==> src/design/mig_pkg.sv <==
`timescale 1ns / 1ps
`default_nettype none
// ----------------------------------------------------------------------------
// mig_pkg
// Shared constants, types and helpers of the Gauss-Jordan matrix inverter.
// ----------------------------------------------------------------------------
package mig_pkg;

    localparam int MAX_N     = 8;
    localparam int FRAC_BITS = 16;
    localparam int DW        = 32;
    localparam int SIZE_W    = 4;
    localparam int IDX_W     = (MAX_N > 1) ? $clog2(MAX_N) : 1;
    localparam int CW        = IDX_W + 1;
    localparam int STRIDE    = 2 * MAX_N;
    localparam int DEPTH     = 2 * MAX_N * MAX_N;
    localparam int AW        = (DEPTH > 1) ? $clog2(DEPTH) : 1;
    localparam int QW        = DW + FRAC_BITS;
    localparam int DCNT_W    = $clog2(QW);

    typedef enum logic [2:0] {
        WS_INPUT = 3'd0,
        WS_ONE   = 3'd1,
        WS_ZERO  = 3'd2,
        WS_RDATA = 3'd3,
        WS_PROW  = 3'd4,
        WS_DIV   = 3'd5,
        WS_ELIM  = 3'd6
    } t_wsel;

    typedef struct packed {
        logic          rd_en;
        logic [AW-1:0] rd_addr;
        logic          wr_en;
        logic [AW-1:0] wr_addr;
        t_wsel         wr_sel;
        logic          prow_we;
        logic          prow_from_div;
        logic [CW-1:0] prow_idx;
        logic          pivot_ld;
        logic          factor_ld;
        logic          div_start;
        logic          mul_en;
        logic          out_load;
        logic          out_sing;
        logic          out_last;
        logic          ovf_clr;
    } t_cmd;

    typedef struct packed {
        logic rdata_zero;
        logic div_done;
        logic out_free;
    } t_sts;

    function automatic logic [AW-1:0] cell_addr(input logic [IDX_W-1:0] row,
                                                input logic [CW-1:0] col);
        return AW'(int'(row) * STRIDE + int'(col));
    endfunction

endpackage
`default_nettype wire

==> src/design/mig_ctrl.sv <==
`timescale 1ns / 1ps
`default_nettype none
// ----------------------------------------------------------------------------
// mig_ctrl
// Sequencer for loading, pivoting, normalization, elimination and readout.
// ----------------------------------------------------------------------------
module mig_ctrl (
    input  wire                            i_clk,
    input  wire                            i_rst_n,
    input  wire                            i_valid,
    output logic                           o_stall,
    input  wire                            i_cfg_valid,
    output logic                           o_cfg_ready,
    input  wire [mig_pkg::SIZE_W-1:0]      i_cfg_data,
    output mig_pkg::t_cmd                  o_cmd,
    input  mig_pkg::t_sts                  i_sts
);
    localparam int IDX_W = mig_pkg::IDX_W;
    localparam int CW    = mig_pkg::CW;

    typedef enum logic [22:0] {
        S_IDLE      = 23'h000001,
        S_INIT      = 23'h000002,
        S_PIV_RD    = 23'h000004,
        S_PIV_CHK   = 23'h000008,
        S_SRCH_RD   = 23'h000010,
        S_SRCH_CHK  = 23'h000020,
        S_SWA_RD    = 23'h000040,
        S_SWA_WR    = 23'h000080,
        S_SWB_RD    = 23'h000100,
        S_SWB_WR    = 23'h000200,
        S_SWB_W2    = 23'h000400,
        S_NORM_RD   = 23'h000800,
        S_NORM_GO   = 23'h001000,
        S_NORM_WAIT = 23'h002000,
        S_ELIM_K    = 23'h004000,
        S_ELIM_F    = 23'h008000,
        S_ELIM_RD   = 23'h010000,
        S_ELIM_MUL  = 23'h020000,
        S_ELIM_WR   = 23'h040000,
        S_NEXT      = 23'h080000,
        S_OUT_RD    = 23'h100000,
        S_OUT_LD    = 23'h200000,
        S_SING      = 23'h400000
    } t_state;

    t_state                      r_state, n_state;
    logic [mig_pkg::SIZE_W-1:0]  r_size, n_size;
    logic [IDX_W-1:0]            r_r, n_r, r_c, n_c, r_i, n_i, r_k, n_k;
    logic [CW-1:0]               r_j, n_j;

    logic [IDX_W-1:0] nm1;
    logic [CW-1:0]    jlast;
    logic [CW-1:0]    ncol;
    logic             rc_last_c;
    logic             rc_last;
    logic             j_last;

    always_comb begin
        if (r_size == '0) begin
            nm1 = '0;
        end else if (r_size > mig_pkg::SIZE_W'(mig_pkg::MAX_N)) begin
            nm1 = IDX_W'(mig_pkg::MAX_N - 1);
        end else begin
            nm1 = IDX_W'(r_size - 1'b1);
        end
    end

    assign jlast     = {nm1, 1'b1};
    assign ncol      = {1'b0, nm1} + CW'(1) + {1'b0, r_c};
    assign rc_last_c = (r_c == nm1);
    assign rc_last   = rc_last_c && (r_r == nm1);
    assign j_last    = (r_j == jlast);

    always_comb begin
        n_state = r_state;
        n_size  = r_size;
        n_r     = r_r;
        n_c     = r_c;
        n_i     = r_i;
        n_k     = r_k;
        n_j     = r_j;
        o_cmd          = '0;
        o_cmd.wr_sel   = mig_pkg::WS_ZERO;
        o_cmd.prow_idx = r_j;
        o_stall        = 1'b1;
        o_cfg_ready    = 1'b0;

        unique case (r_state)
            S_IDLE: begin
                o_cfg_ready = 1'b1;
                o_stall     = i_cfg_valid;
                if (i_cfg_valid) begin
                    n_size = i_cfg_data;
                    n_r    = '0;
                    n_c    = '0;
                end else if (i_valid) begin
                    o_cmd.wr_en   = 1'b1;
                    o_cmd.wr_addr = mig_pkg::cell_addr(r_r, {1'b0, r_c});
                    o_cmd.wr_sel  = mig_pkg::WS_INPUT;
                    n_c = rc_last_c ? '0 : r_c + 1'b1;
                    if (rc_last_c) begin
                        n_r = (r_r == nm1) ? '0 : r_r + 1'b1;
                    end
                    if (rc_last) begin
                        n_state = S_INIT;
                    end
                end
            end
            S_INIT: begin
                o_cmd.wr_en   = 1'b1;
                o_cmd.wr_addr = mig_pkg::cell_addr(r_r, ncol);
                o_cmd.wr_sel  = (r_r == r_c) ? mig_pkg::WS_ONE : mig_pkg::WS_ZERO;
                n_c = rc_last_c ? '0 : r_c + 1'b1;
                if (rc_last_c) begin
                    n_r = (r_r == nm1) ? '0 : r_r + 1'b1;
                end
                if (rc_last) begin
                    n_i     = '0;
                    n_state = S_PIV_RD;
                end
            end
            S_PIV_RD: begin
                o_cmd.rd_en   = 1'b1;
                o_cmd.rd_addr = mig_pkg::cell_addr(r_i, {1'b0, r_i});
                n_state       = S_PIV_CHK;
            end
            S_PIV_CHK: begin
                o_cmd.pivot_ld = 1'b1;
                n_j            = '0;
                if (!i_sts.rdata_zero) begin
                    n_state = S_NORM_RD;
                end else if (r_i == nm1) begin
                    n_state = S_SING;
                end else begin
                    n_k     = r_i + 1'b1;
                    n_state = S_SRCH_RD;
                end
            end
            S_SRCH_RD: begin
                o_cmd.rd_en   = 1'b1;
                o_cmd.rd_addr = mig_pkg::cell_addr(r_k, {1'b0, r_i});
                n_state       = S_SRCH_CHK;
            end
            S_SRCH_CHK: begin
                if (!i_sts.rdata_zero) begin
                    o_cmd.pivot_ld = 1'b1;
                    n_j            = '0;
                    n_state        = S_SWA_RD;
                end else if (r_k == nm1) begin
                    n_state = S_SING;
                end else begin
                    n_k     = r_k + 1'b1;
                    n_state = S_SRCH_RD;
                end
            end
            S_SWA_RD: begin
                o_cmd.rd_en   = 1'b1;
                o_cmd.rd_addr = mig_pkg::cell_addr(r_i, r_j);
                n_state       = S_SWA_WR;
            end
            S_SWA_WR: begin
                o_cmd.prow_we = 1'b1;
                n_j     = j_last ? '0 : r_j + 1'b1;
                n_state = j_last ? S_SWB_RD : S_SWA_RD;
            end
            S_SWB_RD: begin
                o_cmd.rd_en   = 1'b1;
                o_cmd.rd_addr = mig_pkg::cell_addr(r_k, r_j);
                n_state       = S_SWB_WR;
            end
            S_SWB_WR: begin
                o_cmd.wr_en   = 1'b1;
                o_cmd.wr_addr = mig_pkg::cell_addr(r_i, r_j);
                o_cmd.wr_sel  = mig_pkg::WS_RDATA;
                n_state       = S_SWB_W2;
            end
            S_SWB_W2: begin
                o_cmd.wr_en   = 1'b1;
                o_cmd.wr_addr = mig_pkg::cell_addr(r_k, r_j);
                o_cmd.wr_sel  = mig_pkg::WS_PROW;
                n_j     = j_last ? '0 : r_j + 1'b1;
                n_state = j_last ? S_NORM_RD : S_SWB_RD;
            end
            S_NORM_RD: begin
                o_cmd.rd_en   = 1'b1;
                o_cmd.rd_addr = mig_pkg::cell_addr(r_i, r_j);
                n_state       = S_NORM_GO;
            end
            S_NORM_GO: begin
                o_cmd.div_start = 1'b1;
                n_state         = S_NORM_WAIT;
            end
            S_NORM_WAIT: begin
                if (i_sts.div_done) begin
                    o_cmd.wr_en         = 1'b1;
                    o_cmd.wr_addr       = mig_pkg::cell_addr(r_i, r_j);
                    o_cmd.wr_sel        = mig_pkg::WS_DIV;
                    o_cmd.prow_we       = 1'b1;
                    o_cmd.prow_from_div = 1'b1;
                    n_j = j_last ? '0 : r_j + 1'b1;
                    n_k = '0;
                    n_state = j_last ? S_ELIM_K : S_NORM_RD;
                end
            end
            S_ELIM_K: begin
                if (r_k == r_i) begin
                    n_k     = r_k + 1'b1;
                    n_state = (r_k == nm1) ? S_NEXT : S_ELIM_K;
                end else begin
                    o_cmd.rd_en   = 1'b1;
                    o_cmd.rd_addr = mig_pkg::cell_addr(r_k, {1'b0, r_i});
                    n_state       = S_ELIM_F;
                end
            end
            S_ELIM_F: begin
                o_cmd.factor_ld = 1'b1;
                n_j             = '0;
                n_state         = S_ELIM_RD;
            end
            S_ELIM_RD: begin
                o_cmd.rd_en   = 1'b1;
                o_cmd.rd_addr = mig_pkg::cell_addr(r_k, r_j);
                n_state       = S_ELIM_MUL;
            end
            S_ELIM_MUL: begin
                o_cmd.mul_en = 1'b1;
                n_state      = S_ELIM_WR;
            end
            S_ELIM_WR: begin
                o_cmd.wr_en   = 1'b1;
                o_cmd.wr_addr = mig_pkg::cell_addr(r_k, r_j);
                o_cmd.wr_sel  = mig_pkg::WS_ELIM;
                n_j = j_last ? '0 : r_j + 1'b1;
                if (!j_last) begin
                    n_state = S_ELIM_RD;
                end else if (r_k == nm1) begin
                    n_state = S_NEXT;
                end else begin
                    n_k     = r_k + 1'b1;
                    n_state = S_ELIM_K;
                end
            end
            S_NEXT: begin
                n_r = '0;
                n_c = '0;
                n_i = r_i + 1'b1;
                n_state = (r_i == nm1) ? S_OUT_RD : S_PIV_RD;
            end
            S_OUT_RD: begin
                o_cmd.rd_en   = 1'b1;
                o_cmd.rd_addr = mig_pkg::cell_addr(r_r, ncol);
                n_state       = S_OUT_LD;
            end
            S_OUT_LD: begin
                if (i_sts.out_free) begin
                    o_cmd.out_load = 1'b1;
                    o_cmd.out_last = rc_last;
                    o_cmd.ovf_clr  = rc_last;
                    n_c = rc_last_c ? '0 : r_c + 1'b1;
                    if (rc_last_c) begin
                        n_r = (r_r == nm1) ? '0 : r_r + 1'b1;
                    end
                    n_state = rc_last ? S_IDLE : S_OUT_RD;
                end
            end
            S_SING: begin
                if (i_sts.out_free) begin
                    o_cmd.out_load = 1'b1;
                    o_cmd.out_sing = 1'b1;
                    o_cmd.out_last = 1'b1;
                    o_cmd.ovf_clr  = 1'b1;
                    n_r     = '0;
                    n_c     = '0;
                    n_state = S_IDLE;
                end
            end
            default: begin
                n_state = S_IDLE;
            end
        endcase
    end

    always_ff @(posedge i_clk) begin
        if (!i_rst_n) begin
            r_state <= S_IDLE;
            r_size  <= mig_pkg::SIZE_W'(mig_pkg::MAX_N);
            r_r     <= '0;
            r_c     <= '0;
            r_i     <= '0;
            r_k     <= '0;
            r_j     <= '0;
        end else begin
            r_state <= n_state;
            r_size  <= n_size;
            r_r     <= n_r;
            r_c     <= n_c;
            r_i     <= n_i;
            r_k     <= n_k;
            r_j     <= n_j;
        end
    end

    a_out_free: assert property (@(posedge i_clk) disable iff (!i_rst_n)
        o_cmd.out_load |-> i_sts.out_free)
        else $error("Result loaded while the output register is occupied.");

    a_last_idle: assert property (@(posedge i_clk) disable iff (!i_rst_n)
        (o_cmd.out_load && o_cmd.out_last) |=> (r_state == S_IDLE))
        else $error("Final result did not return the sequencer to idle.");

    a_div_wait: assert property (@(posedge i_clk) disable iff (!i_rst_n)
        i_sts.div_done |-> (r_state == S_NORM_WAIT))
        else $error("Divider finished outside normalization.");

endmodule
`default_nettype wire

==> config.mk <==
export PLATFORM = sky130hd
export DESIGN_NAME = mig_ctrl
export DESIGN_NICKNAME = d
export VERILOG_FILES = /design/src/design/mig_pkg.sv /design/src/design/mig_ctrl.sv
export SDC_FILE = /design/constraint.sdc
export NUM_CORES = 1
export LEC_CHECK = 0
export ABC_CLOCK_PERIOD_IN_PS = 3800
export BUFFER_PORTS_ARGS = -buffer_cell sky130_fd_sc_hd__buf_2
export CORE_MARGIN = 10
export CORE_UTILIZATION = 35
export DETAILED_ROUTE_END_ITERATION = 10
export PLACE_DENSITY = 0.54
export SLEW_MARGIN = 0
export SYNTH_ARGS = -nofsm -noshare
export SYNTH_HDL_FRONTEND = slang
export SYNTH_SLANG_ARGS = --single-unit
==> constraint.sdc <==
create_clock -name i_clk -period 3.8 [get_ports i_clk]
set_input_delay 0.38 -clock i_clk [delete_from_list [all_inputs] [get_ports i_clk]]
set_output_delay 0.38 -clock i_clk [all_outputs]
set_load 0.05 [all_outputs]
=== After elaboration in Yosys (flattened, before gate mapping) ===
Index checks and enable logic that the tools add are counted.

* Register bits: 43
* Latch bits: 0
* Bits in writable memories: 0
* Bits in read-only memories: 0
* Bits of input ports: 11
* Word-level logic and storage cells: 152
* Memories: 0

* $add $sub $neg: 14
* Multiply operators: 0
* Div/mod/pow operators: 0
* Magnitude comparators: 1
* Equality and inequality tests: 44
* Shift-type cells: 0
* Multiplexer cells: 70
* Bitwise logic cells: 0
* Reduce and logical (&&, ||, !) cells: 16

{| class="wikitable"
|+ Operators by type and width
! kind !! count
|-
| case mux 23 bit (23 select lines) || 1
|-
| two-way mux 23 bit || 11
|-
| case mux 11 bit (6 select lines) || 1
|-
| two-way mux 20 bit || 3
|-
| two-way mux 3 bit || 20
|-
| case mux 8 bit (6 select lines) || 1
|-
| case mux 3 bit (5 select lines) || 3
|-
| two-way mux 21 bit || 2
|-
| inequality test 2 bit (second input constant) || 13
|-
| equality test 23 x 1 -> 1 bit (second input constant) || 1
|-
| equality test 23 x 10 -> 1 bit (second input constant) || 1
|-
| equality test 23 x 11 -> 1 bit (second input constant) || 1
|-
| equality test 23 x 12 -> 1 bit (second input constant) || 1
|-
| equality test 23 x 13 -> 1 bit (second input constant) || 1
|-
| equality test 23 x 14 -> 1 bit (second input constant) || 1
|-
| equality test 23 x 15 -> 1 bit (second input constant) || 1
|-
| equality test 23 x 16 -> 1 bit (second input constant) || 1
|-
| equality test 23 x 17 -> 1 bit (second input constant) || 1
|-
| equality test 23 x 18 -> 1 bit (second input constant) || 1
|-
| equality test 23 x 19 -> 1 bit (second input constant) || 1
|-
| equality test 23 x 2 -> 1 bit (second input constant) || 1
|-
| equality test 23 x 20 -> 1 bit (second input constant) || 1
|-
| equality test 23 x 21 -> 1 bit (second input constant) || 1
|-
| equality test 23 x 22 -> 1 bit (second input constant) || 1
|-
| 43 further kinds || 75
|}

=== Depth between registers and ports, before layout ===
Gate-level depths: netlist of the first run.

* Word-level depth: 9
* Depth in mapped cells: 12
* Mapped depth without buffers: 12

=== Worst setup path after synthesis of the first run ===
Ideal clock, no wire load.

* Path type: register to output
* Start point: reg r_size[0] (netlist bit)
* End point: out o_cmd[1] (netlist bit)
* Data arrival time: 3.678 ns
* Data required time: 3.420 ns
* Slack: -0.258 ns
* Stages on the path, launching flop included: 11
* Path buffers: 1
* Path through: dfxtp_1 -> inv_1 -> ha_1 -> and2b_2 -> maj3_4 -> ha_1 -> or3_1 -> a211oi_2 -> a21oi_1 -> nor2b_1 -> buf_4

{| class="wikitable"
|+ RTL lines
! element !! line !! text
|-
| start: declaration || mig_ctrl.sv:48 || <nowiki>logic [mig_pkg::SIZE_W-1:0] r_size, n_size;</nowiki>
|-
| start signal: assignment || mig_ctrl.sv:287 || <nowiki>r_size <= mig_pkg::SIZE_W'(mig_pkg::MAX_N);</nowiki>
|-
| start signal: assignment || mig_ctrl.sv:295 || <nowiki>r_size <= n_size;</nowiki>
|-
| end: declaration || mig_ctrl.sv:15 || <nowiki>output mig_pkg::t_cmd o_cmd,</nowiki>
|}

==> results of run 1 <==
-- state kept, by name (all words and copies together) (netlist names) --
name,count
r_c,3
r_size,4
r_state,23
r_i,3
r_r,3
r_j,4
r_k,3
-- power by group through the flow --
| stage | Clock (mW) | Combinational (mW) | Sequential, mW |
|---|---|---|---|
| 2_1_floorplan | 0 | 0.149 | 0.472 |
| 3_5_place_dp | 0 | 0.190 | 0.477 |
| 4_1_cts | 0.394 | 0.191 | 0.466 |
| 5_1_grt | 0.414 | 0.214 | 0.468 |
| 3_3_place_gp | 0 | 0.187 | 0.477 |
| 6_report | 0.386 | 0.192 | 0.466 |
-- worst max-delay path, cell delays in order, from the launching register on --
cell and delay, ns:
sky130_fd_sc_hd__dfxtp_1 0.37, sky130_fd_sc_hd__inv_1 0.06, sky130_fd_sc_hd__ha_2 0.22, sky130_fd_sc_hd__and2b_2 0.25, sky130_fd_sc_hd__maj3_4 0.40, sky130_fd_sc_hd__ha_1 0.34
sky130_fd_sc_hd__or3_1 0.44, sky130_fd_sc_hd__a211oi_2 0.24, sky130_fd_sc_hd__buf_6 0.18, sky130_fd_sc_hd__a21oi_1 0.09, sky130_fd_sc_hd__nor2b_2 0.15, sky130_fd_sc_hd__buf_4 0.21
-- routing by layer --
metal  routed length, µm  GRT usage [%]  vias up
met5                   0              0        -
met2                5560           27.5      106
met4                 133           3.39        0
met1                5150           19.7     1702
li1                    -              -     1719
met3                 642           2.91       15
-- kinds of logic (layout without fill, tap and decap cells) --
logic type               after synthesis  in the layout
multiplexers                           4              4
buffers and inverters                 38             82
XOR/XNOR                              16             16
flip-flops                            43             43
AND/OR/NAND/NOR                      226            226
AO/OA/AOI/OAI                        106            106
adder cells (fa/ha/maj)               12             12
-- stage by stage --
step / setup TNS, ns / std cells
final: 0 / 622
after global routing: -0.0234 / 622
after detailed placement: 0 / 614
after CTS: 0 / 622
after global placement: 0 / 614
after floorplan: 0 / 445
-- cells in the mapped netlist (3+ instances only) --
master,n
sky130_fd_sc_hd__nor4_1,11
sky130_fd_sc_hd__clkbuf_1,13
sky130_fd_sc_hd__o21ai_0,27
sky130_fd_sc_hd__a211o_1,4
sky130_fd_sc_hd__and2_1,10
sky130_fd_sc_hd__buf_2,4
sky130_fd_sc_hd__or4_1,5
sky130_fd_sc_hd__nand2_1,42
sky130_fd_sc_hd__xor2_1,5
sky130_fd_sc_hd__a21boi_1,5
sky130_fd_sc_hd__a211oi_1,4
sky130_fd_sc_hd__dfxtp_1,43
sky130_fd_sc_hd__a22oi_1,7
sky130_fd_sc_hd__nor4_4,6
sky130_fd_sc_hd__a22o_1,3
sky130_fd_sc_hd__ha_1,9
sky130_fd_sc_hd__nand3b_1,10
sky130_fd_sc_hd__or2_2,5
sky130_fd_sc_hd__nand3_1,18
sky130_fd_sc_hd__o2111ai_1,3
sky130_fd_sc_hd__or3_1,8
sky130_fd_sc_hd__nand2b_1,18
sky130_fd_sc_hd__o21a_1,4
sky130_fd_sc_hd__nor2_1,34
sky130_fd_sc_hd__nor4_2,4
sky130_fd_sc_hd__xnor2_1,9
sky130_fd_sc_hd__mux2i_1,3
sky130_fd_sc_hd__inv_1,19
sky130_fd_sc_hd__a221o_1,4
sky130_fd_sc_hd__nand4_1,3
sky130_fd_sc_hd__a21boi_0,5
sky130_fd_sc_hd__a21oi_1,11
sky130_fd_sc_hd__and3_1,6
sky130_fd_sc_hd__o21bai_1,3
sky130_fd_sc_hd__nor3_1,16
sky130_fd_sc_hd__o21ai_1,4
sky130_fd_sc_hd__o22ai_1,3
sky130_fd_sc_hd__nor3_2,5
sky130_fd_sc_hd__nor2b_1,14
-- path summary, 6_finish.rpt --
kind	endpoint	slack, ns	depth (start not counted)
max	o_cmd[0]	0.16	11
min	r_size[3]$_SDFFE_PN1P_	0.30	3
max reg2reg	r_state[0]$_SDFFE_PN1P_	0.54	12
min reg2reg	r_size[1]$_SDFFE_PN0P_	0.48	2
-- timing repair --
item | 4_1_cts | 5_1_grt
resized for setup | 0 | 6
hold endpoints to repair | 0 | 0
setup endpoints to repair | 0 | 2
-- cell type report --
cell class                      instances  area (µm²)
Fill cell                            1037        5760
Multi-Input combinational cell        364        2500
Tap cell                              133         166
Timing Repair Buffer                   54         302
Inverter                               20        75.1
Sequential cell                        43         861
Clock inverter                          3        43.8
Clock buffer                            5        68.8
==> impl_metrics.sql, run 1 <==
INSERT INTO impl_metrics (metric_group, metric, value, unit) VALUES
('timing', 'unrepaired_setup_endpoints_after_global_routing', 'true', ''),
('pwr', 'power_switching', '0.324', 'mW'),
('global_routing', 'globalRouteOverflowTotal', '0', ''),
('yosys', 'synth_top_area_share', '24.6', '%'),
('worst_hold_path', 'worst_hold_path_type', 'in -> reg', ''),
('cts', 'insertion_delay', '0.31', 'ns'),
('setup_path', 'rr_startpoint', 'r_size[0]$_SDFFE_PN0P_', ''),
('timing', 'finClkSkew', '0.0114', 'ns'),
('floorplanning', 'io_pins', '46', ''),
('timing', 'drv_slew', '0', ''),
('layout', 'most-common-layout-cells', 'sky130_fd_sc_hd__buf_2, sky130_fd_sc_hd__dfxtp_1, sky130_fd_sc_hd__nand2_1', ''),
('pwr', 'netSwitchingFraction', '31.0', '%'),
('detailed_routing', 'drt_pass1_iterations', '5', ''),
('pwr', 'power_leakage', '1.65', 'nW'),
('detailed_routing', 'postRouteAntennaNets', '0', ''),
('setup_path', 'critical_path.startpoint', 'r_size[0]$_SDFFE_PN0P_', ''),
('worst_hold_path', 'timing.hold.worst.start', 'i_cfg_data[3]', ''),
('cts', 'ctsHtreeMaxLevel', '2', ''),
('setup_path', 'timing.critical_path.from_type', 'register', ''),
('cts', 'number_of_buffers_inserted_during_clock_tree_synthesis', '5', ''),
('yosys', 'muxShareOfSynthArea', '1.18', '%'),
('layout', 'post_route_cells_drive_above_1_share', '20.4', '%'),
('yosys', 'synth_top_cells_by_area', 'sky130_fd_sc_hd__dfxtp_1, sky130_fd_sc_hd__nand2_1, sky130_fd_sc_hd__o21ai_0, sky130_fd_sc_hd__nor2_1, sky130_fd_sc_hd__nor4_4', ''),
('cts', 'number_of_buffers_added_for_setup_after_cts', '0', ''),
('global_routing', 'aggregate_global_route_resource_usage', '15.8', '%'),
('layout', 'antenna_cells', '0', ''),
('detailed_routing', 'route.detailed.wl_per_inst', '18.5', 'µm'),
('timing', 'fmax', '275', 'MHz'),
('layout', 'layout-area-overhead-vs-synth', '14.5', '%'),
('timing', 'least_margin_pin_slew', '0.731', 'ns'),
('cts', 'cts_hold_repair.buffers', '0', ''),
('floorplanning', 'initial_utilization', '35.8', '%'),
('timing', 'timing.final.crit_period', '3.64', 'ns'),
('floorplanning', 'chipWidth', '120', 'µm'),
('global_routing', 'number_of_global_route_vias_before_repair', '3557', ''),
('cts', 'cts_tree', 'built', ''),
('global_routing', 'grt_pass1_wl', '18.8', 'mm'),
('detailed_routing', 'route.detailed.drc', '0', ''),
('pwr', 'report.power.total', '1.04', 'mW'),
('yosys', 'synth-compound-area-share', '21.4', '%'),
('cts', 'ctsLongestPathBuffers', '2', ''),
('yosys', 'yosys_warnings', '0', ''),
('setup_path', 'worst-path-max-fanout', '10', ''),
('yosys', 'synth_area', '3500', 'µm²'),
('run', 'drv.max_cap_violation_count', '0', ''),
('pwr', 'comb_power_share', '18.4', '%'),
('yosys', 'synth_seq_area_share', '24.6', '%'),
('yosys', 'syn-num-nets', '466', ''),
('layout', 'final_util', '41.1', '%'),
('yosys', 'post_synthesis_share_of_cell_area_spent_on_and_or_nand_and_nor_gates', '39.6', '%'),
('yosys', 'synthCells', '445', ''),
('setup_path', 'worstPathRequired', '3.42', 'ns'),
('timing', 'finalCritPeriodShare', '95.7', '%'),
('status', 'status', 'finished clean', ''),
('yosys', 'ys_seq_elements', '43', ''),
('yosys', 'synth_top_cell_by_area', 'sky130_fd_sc_hd__dfxtp_1', ''),
('cts', 'clk_sinks', '43', ''),
('detailed_routing', 'vias', '3542', ''),
('pwr', 'clock_share_of_power', '36.9', '%'),
('layout', 'fin_area', '4010', 'µm²'),
('timing', 'setup_viol_count_final', '0', ''),
('yosys', 'synth_ff_type', 'sky130_fd_sc_hd__dfxtp_1', ''),
('cts', 'cts.clk_slew.worst_paths', '0.09', 'ns'),
('floorplanning', 'dieArea', '14400', 'µm²'),
('floorplanning', 'floorplan.rows', '36', ''),
('pwr', 'power.share.sequential', '44.7', '%'),
('pwr', 'ir_worst_vdd', '0.196', 'mV'),
('yosys', 'yosys.area_share.adder', '4.50', '%'),
('yosys', 'synth-xor-area-share', '4.43', '%'),
('layout', 'final_nets', '509', ''),
('place', 'hpwlAfterDp', '8.84', 'mm');
Power figures use the tool's default switching activity.
==> run 2, diff against run 1 <==
--- a/config.mk
+++ b/config.mk
@@ -6,7 +6,7 @@
 export NUM_CORES = 1
 export LEC_CHECK = 0
 export ABC_CLOCK_PERIOD_IN_PS = 3800
-export BUFFER_PORTS_ARGS = -buffer_cell sky130_fd_sc_hd__buf_2
+export BUFFER_PORTS_ARGS = -buffer_cell sky130_fd_sc_hd__buf_4
 export CORE_MARGIN = 10
 export CORE_UTILIZATION = 35
 export DETAILED_ROUTE_END_ITERATION = 10
==> run 2 against run 1 <==
Compared with the run above: clock power decreased by 2%; final cell count decreased by 0.16%; routed wire length decreased by 2.5%; critical path type unchanged; critical endpoint unchanged; largest cell class unchanged; largest power group unchanged.
==> impl_metrics.sql, run 2 (same netlist as run 1, synthesis figures left out) <==
INSERT INTO impl_metrics (metric_group, metric, value, unit) VALUES
('timing', 'unrepaired_setup_endpoints_after_global_routing', 'false', ''),
('setup_path', 'cp.buffers_inverters', '3', ''),
('setup_path', 'crit_slowest_cell', 'sky130_fd_sc_hd__or3_1', ''),
('detailed_routing', 'viasPerCell', '5.62', ''),
('timing', 'worst_slack', '0.184', 'ns'),
('worst_hold_path', 'whs_path_depth', '3', ''),
('detailed_routing', 'totalWireLength', '11.2', 'mm'),
('setup_path', 'worst_path_most_repeated_cell', 'sky130_fd_sc_hd__buf_6', ''),
('layout', 'layout-area-overhead-vs-synth', '17.6', '%'),
('global_routing', 'number_of_global_route_vias_before_repair', '3476', ''),
('cts', 'cts_tree', 'built', ''),
('worst_hold_path', 'timing.hold.worst.start', 'i_cfg_data[3]', ''),
('place', 'place_congestion', '0.905', ''),
('global_routing', 'aggregate_global_route_resource_usage', '15.3', '%'),
('setup_path', 'crit-reg2reg-capture', 'r_state[0]$_SDFFE_PN1P_', ''),
('layout', 'mostFrequentLayoutCell', 'sky130_fd_sc_hd__buf_4', ''),
('setup_path', 'timing.critical_path.from_type', 'register', ''),
('place', 'place.port_buffers', '45', ''),
('place', 'post-place-cells', '613', ''),
('floorplanning', 'die_height', '120', 'µm'),
('setup_path', 'worst-path-max-fanout', '10', ''),
('cts', 'clk_sinks', '43', ''),
('setup_path', 'rrSetupSlack', '0.56', 'ns'),
('cts', 'cts_hold_repair.buffers', '0', ''),
('detailed_routing', 'route.detailed.drc', '0', ''),
('setup_path', 'worst_ep_arrival_time', '3.24', 'ns'),
('worst_hold_path', 'timing.hold.worst_endpoint', 'r_size[3]$_SDFFE_PN1P_', ''),
('worst_hold_path', 'worst_hold_path_type', 'in -> reg', ''),
('detailed_routing', 'drt_iter0_markers', '283', ''),
('layout', 'ff_latch_area', '861', 'µm²'),
('layout', 'fill_cells', '1048', ''),
('global_routing', 'maximum_number_of_pins_on_one_net_before_global_route_repair', '42', ''),
('layout', 'post_route_cells_drive_above_1_share', '20.3', '%'),
('detailed_routing', 'postRouteAntennaNets', '0', ''),
('floorplanning', 'placeableCoreArea', '9770', 'µm²'),
('setup_path', 'rr_startpoint', 'r_size[0]$_SDFFE_PN0P_', ''),
('timing', 'setup_viol_count_final', '0', ''),
('layout', 'fin_area', '4120', 'µm²'),
('layout', 'final_nets', '508', ''),
('timing', 'fmax', '277', 'MHz'),
('timing', 'finClkSkew', '0.00459', 'ns'),
('floorplanning', 'io_pins', '46', ''),
('cts', 'ctsHtreeMaxLevel', '2', ''),
('setup_path', 'critical_path_start_end_classification', 'reg -> out', ''),
('setup_path', 'worstPathRequired', '3.42', 'ns'),
('setup_path', 'critical_path.top_delay_family', 'adder cells', ''),
('timing', 'timing.final.hold_violations', '0', ''),
('setup_path', 'worst_r2r_path_depth', '12', ''),
('detailed_routing', 'route.detailed.wl_per_inst', '18.0', 'µm'),
('timing', 'timing.max_slew.rel_slack', '44.3', '%'),
('floorplanning', 'initial_utilization', '35.8', '%'),
('global_routing', 'number_of_antenna_violations_at_the_first_check_in_global_routing', '0', ''),
('layout', 'most-common-layout-cells', 'sky130_fd_sc_hd__buf_4, sky130_fd_sc_hd__dfxtp_1, sky130_fd_sc_hd__nand2_1', ''),
('global_routing', 'globalRouteOverflowTotal', '0', ''),
('floorplanning', 'chipWidth', '120', 'µm'),
('global_routing', 'grt_pass1_wl', '18.2', 'mm'),
('layout', 'multi_input_area', '2500', 'µm²'),
('pwr', 'power_leakage', '1.66', 'nW'),
('setup_path', 'critical_path.endpoint_type', 'primary output', ''),
('detailed_routing', 'vias', '3487', ''),
('layout', 'reg_top3', 'r_state x23, r_j x4, r_size x4', ''),
('cts', 'number_of_buffers_inserted_during_clock_tree_synthesis', '5', ''),
('cts', 'insertion_delay', '0.30', 'ns'),
('timing', 'final.hold.worst_slack', '0.305', 'ns'),
('pwr', 'ir_worst_vdd', '0.135', 'mV'),
('timing', 'timing.final.crit_period', '3.62', 'ns'),
('place', 'dpl_cell_area', '3990', 'µm²'),
('pwr', 'report.power.total', '1.04', 'mW'),
('place', 'hpwlAfterDp', '8.84', 'mm'),
('cts', 'ctsLongestPathBuffers', '2', ''),
('timing', 'least_margin_pin_slew', '0.829', 'ns'),
('floorplanning', 'floorplan.rows', '36', ''),
('status', 'status', 'finished clean', ''),
('cts', 'number_of_buffers_added_for_setup_after_cts', '0', ''),
('timing', 'drv_slew', '0', ''),
('pwr', 'p_per_area', '252', 'nW/µm²'),
('layout', 'final_util', '42.2', '%'),
('layout', 'final_cell_count_no_fill', '621', ''),
('place', 'dp_worst_setup_slack', '0.431', 'ns'),
('cts', 'cts_root_buf', 'sky130_fd_sc_hd__clkbuf_8', ''),
('layout', 'largest_register_ffs', '23', ''),
('layout', 'top_register', 'r_state', ''),
('cts', 'cts.clk_slew.worst_paths', '0.09', 'ns'),
('layout', 'antenna_cells', '0', ''),
('setup_path', 'critPathMaxStageDelay', '0.43', 'ns'),
('timing', 'setup_total_negative_slack', '0', 'ns'),
('run', 'drv.max_cap_violation_count', '0', ''),
('detailed_routing', 'drt_pass1_iterations', '4', ''),
('setup_path', 'crit_path_cell_trace', 'inv_1, ha_2, and2b_2, maj3_4, ha_1, or3_1, a211oi_2, buf_6, a21oi_1, nor2b_2, buf_6', ''),
('timing', 'finalCritPeriodShare', '95.2', '%'),
('floorplanning', 'dieArea', '14400', 'µm²');
run 2: changes by cell type in the layout (fill, tap and decap cells not counted):
| cell | before | now |
|---|---|---|
| sky130_fd_sc_hd__buf_2 | 43 | 0 |
| sky130_fd_sc_hd__buf_4 | 10 | 50 |
| sky130_fd_sc_hd__buf_6 | 1 | 3 |
run 2: what timing repair did:
item                                   4_1_cts  5_1_grt
endpoints found under the hold margin        0        0
setup endpoints to repair                    0        2
resized for setup                            0        4
run 2: worst max path at each step:
stage          slack [ns]  cells after the start  endpoint                    from
3_5_place_dp         0.43                     11  o_cmd[0]  r_size[0]$_SDFFE_PN0P_
3_3_place_gp         0.50                     11  o_cmd[0]  r_size[0]$_SDFFE_PN0P_
4_1_cts              0.08                     11  o_cmd[0]  r_size[0]$_SDFFE_PN0P_
2_1_floorplan        0.02                     10  o_cmd[1]  r_size[0]$_SDFFE_PN0P_
6_report             0.18                     11  o_cmd[0]  r_size[0]$_SDFFE_PN0P_
5_1_grt              0.04                     11  o_cmd[1]  r_size[0]$_SDFFE_PN0P_
run 2: report_power, final:
part	total, mW	leakage (nW)	internal, mW	switching, mW
Clock	0.377	0.0581	0.196	0.181
Sequential	0.466	0.347	0.456	0.0102
Combinational	0.195	1.25	0.0732	0.122
Total	1.04	1.66	0.725	0.314
run 2: final cells by class:
| class | count | share of cell area (%) |
|---|---|---|
| Multi-Input combinational cell | 364 | 60.6 |
| Inverter | 20 | 1.82 |
| Sequential cell | 43 | 20.9 |
| Timing Repair Buffer | 53 | 9.93 |
| Clock inverter | 3 | 1.06 |
| Tap cell | 133 | 4.04 |
| Clock buffer | 5 | 1.67 |
run 2: worst min-delay path, cell delays in order:
cell and delay (ns):
sky130_fd_sc_hd__buf_4 0.08, sky130_fd_sc_hd__nand3_1 0.05, sky130_fd_sc_hd__nand3_1 0.07
run 2: metal layers:
metal | wire (µm) | GRT usage, % | share of wire, %
met2 | 5480 | 26.7 | 49
met4 | 129 | 3.39 | 1.2
met3 | 538 | 2.63 | 4.8
met1 | 5060 | 19.1 | 45
met5 | 0 | 0 | 0
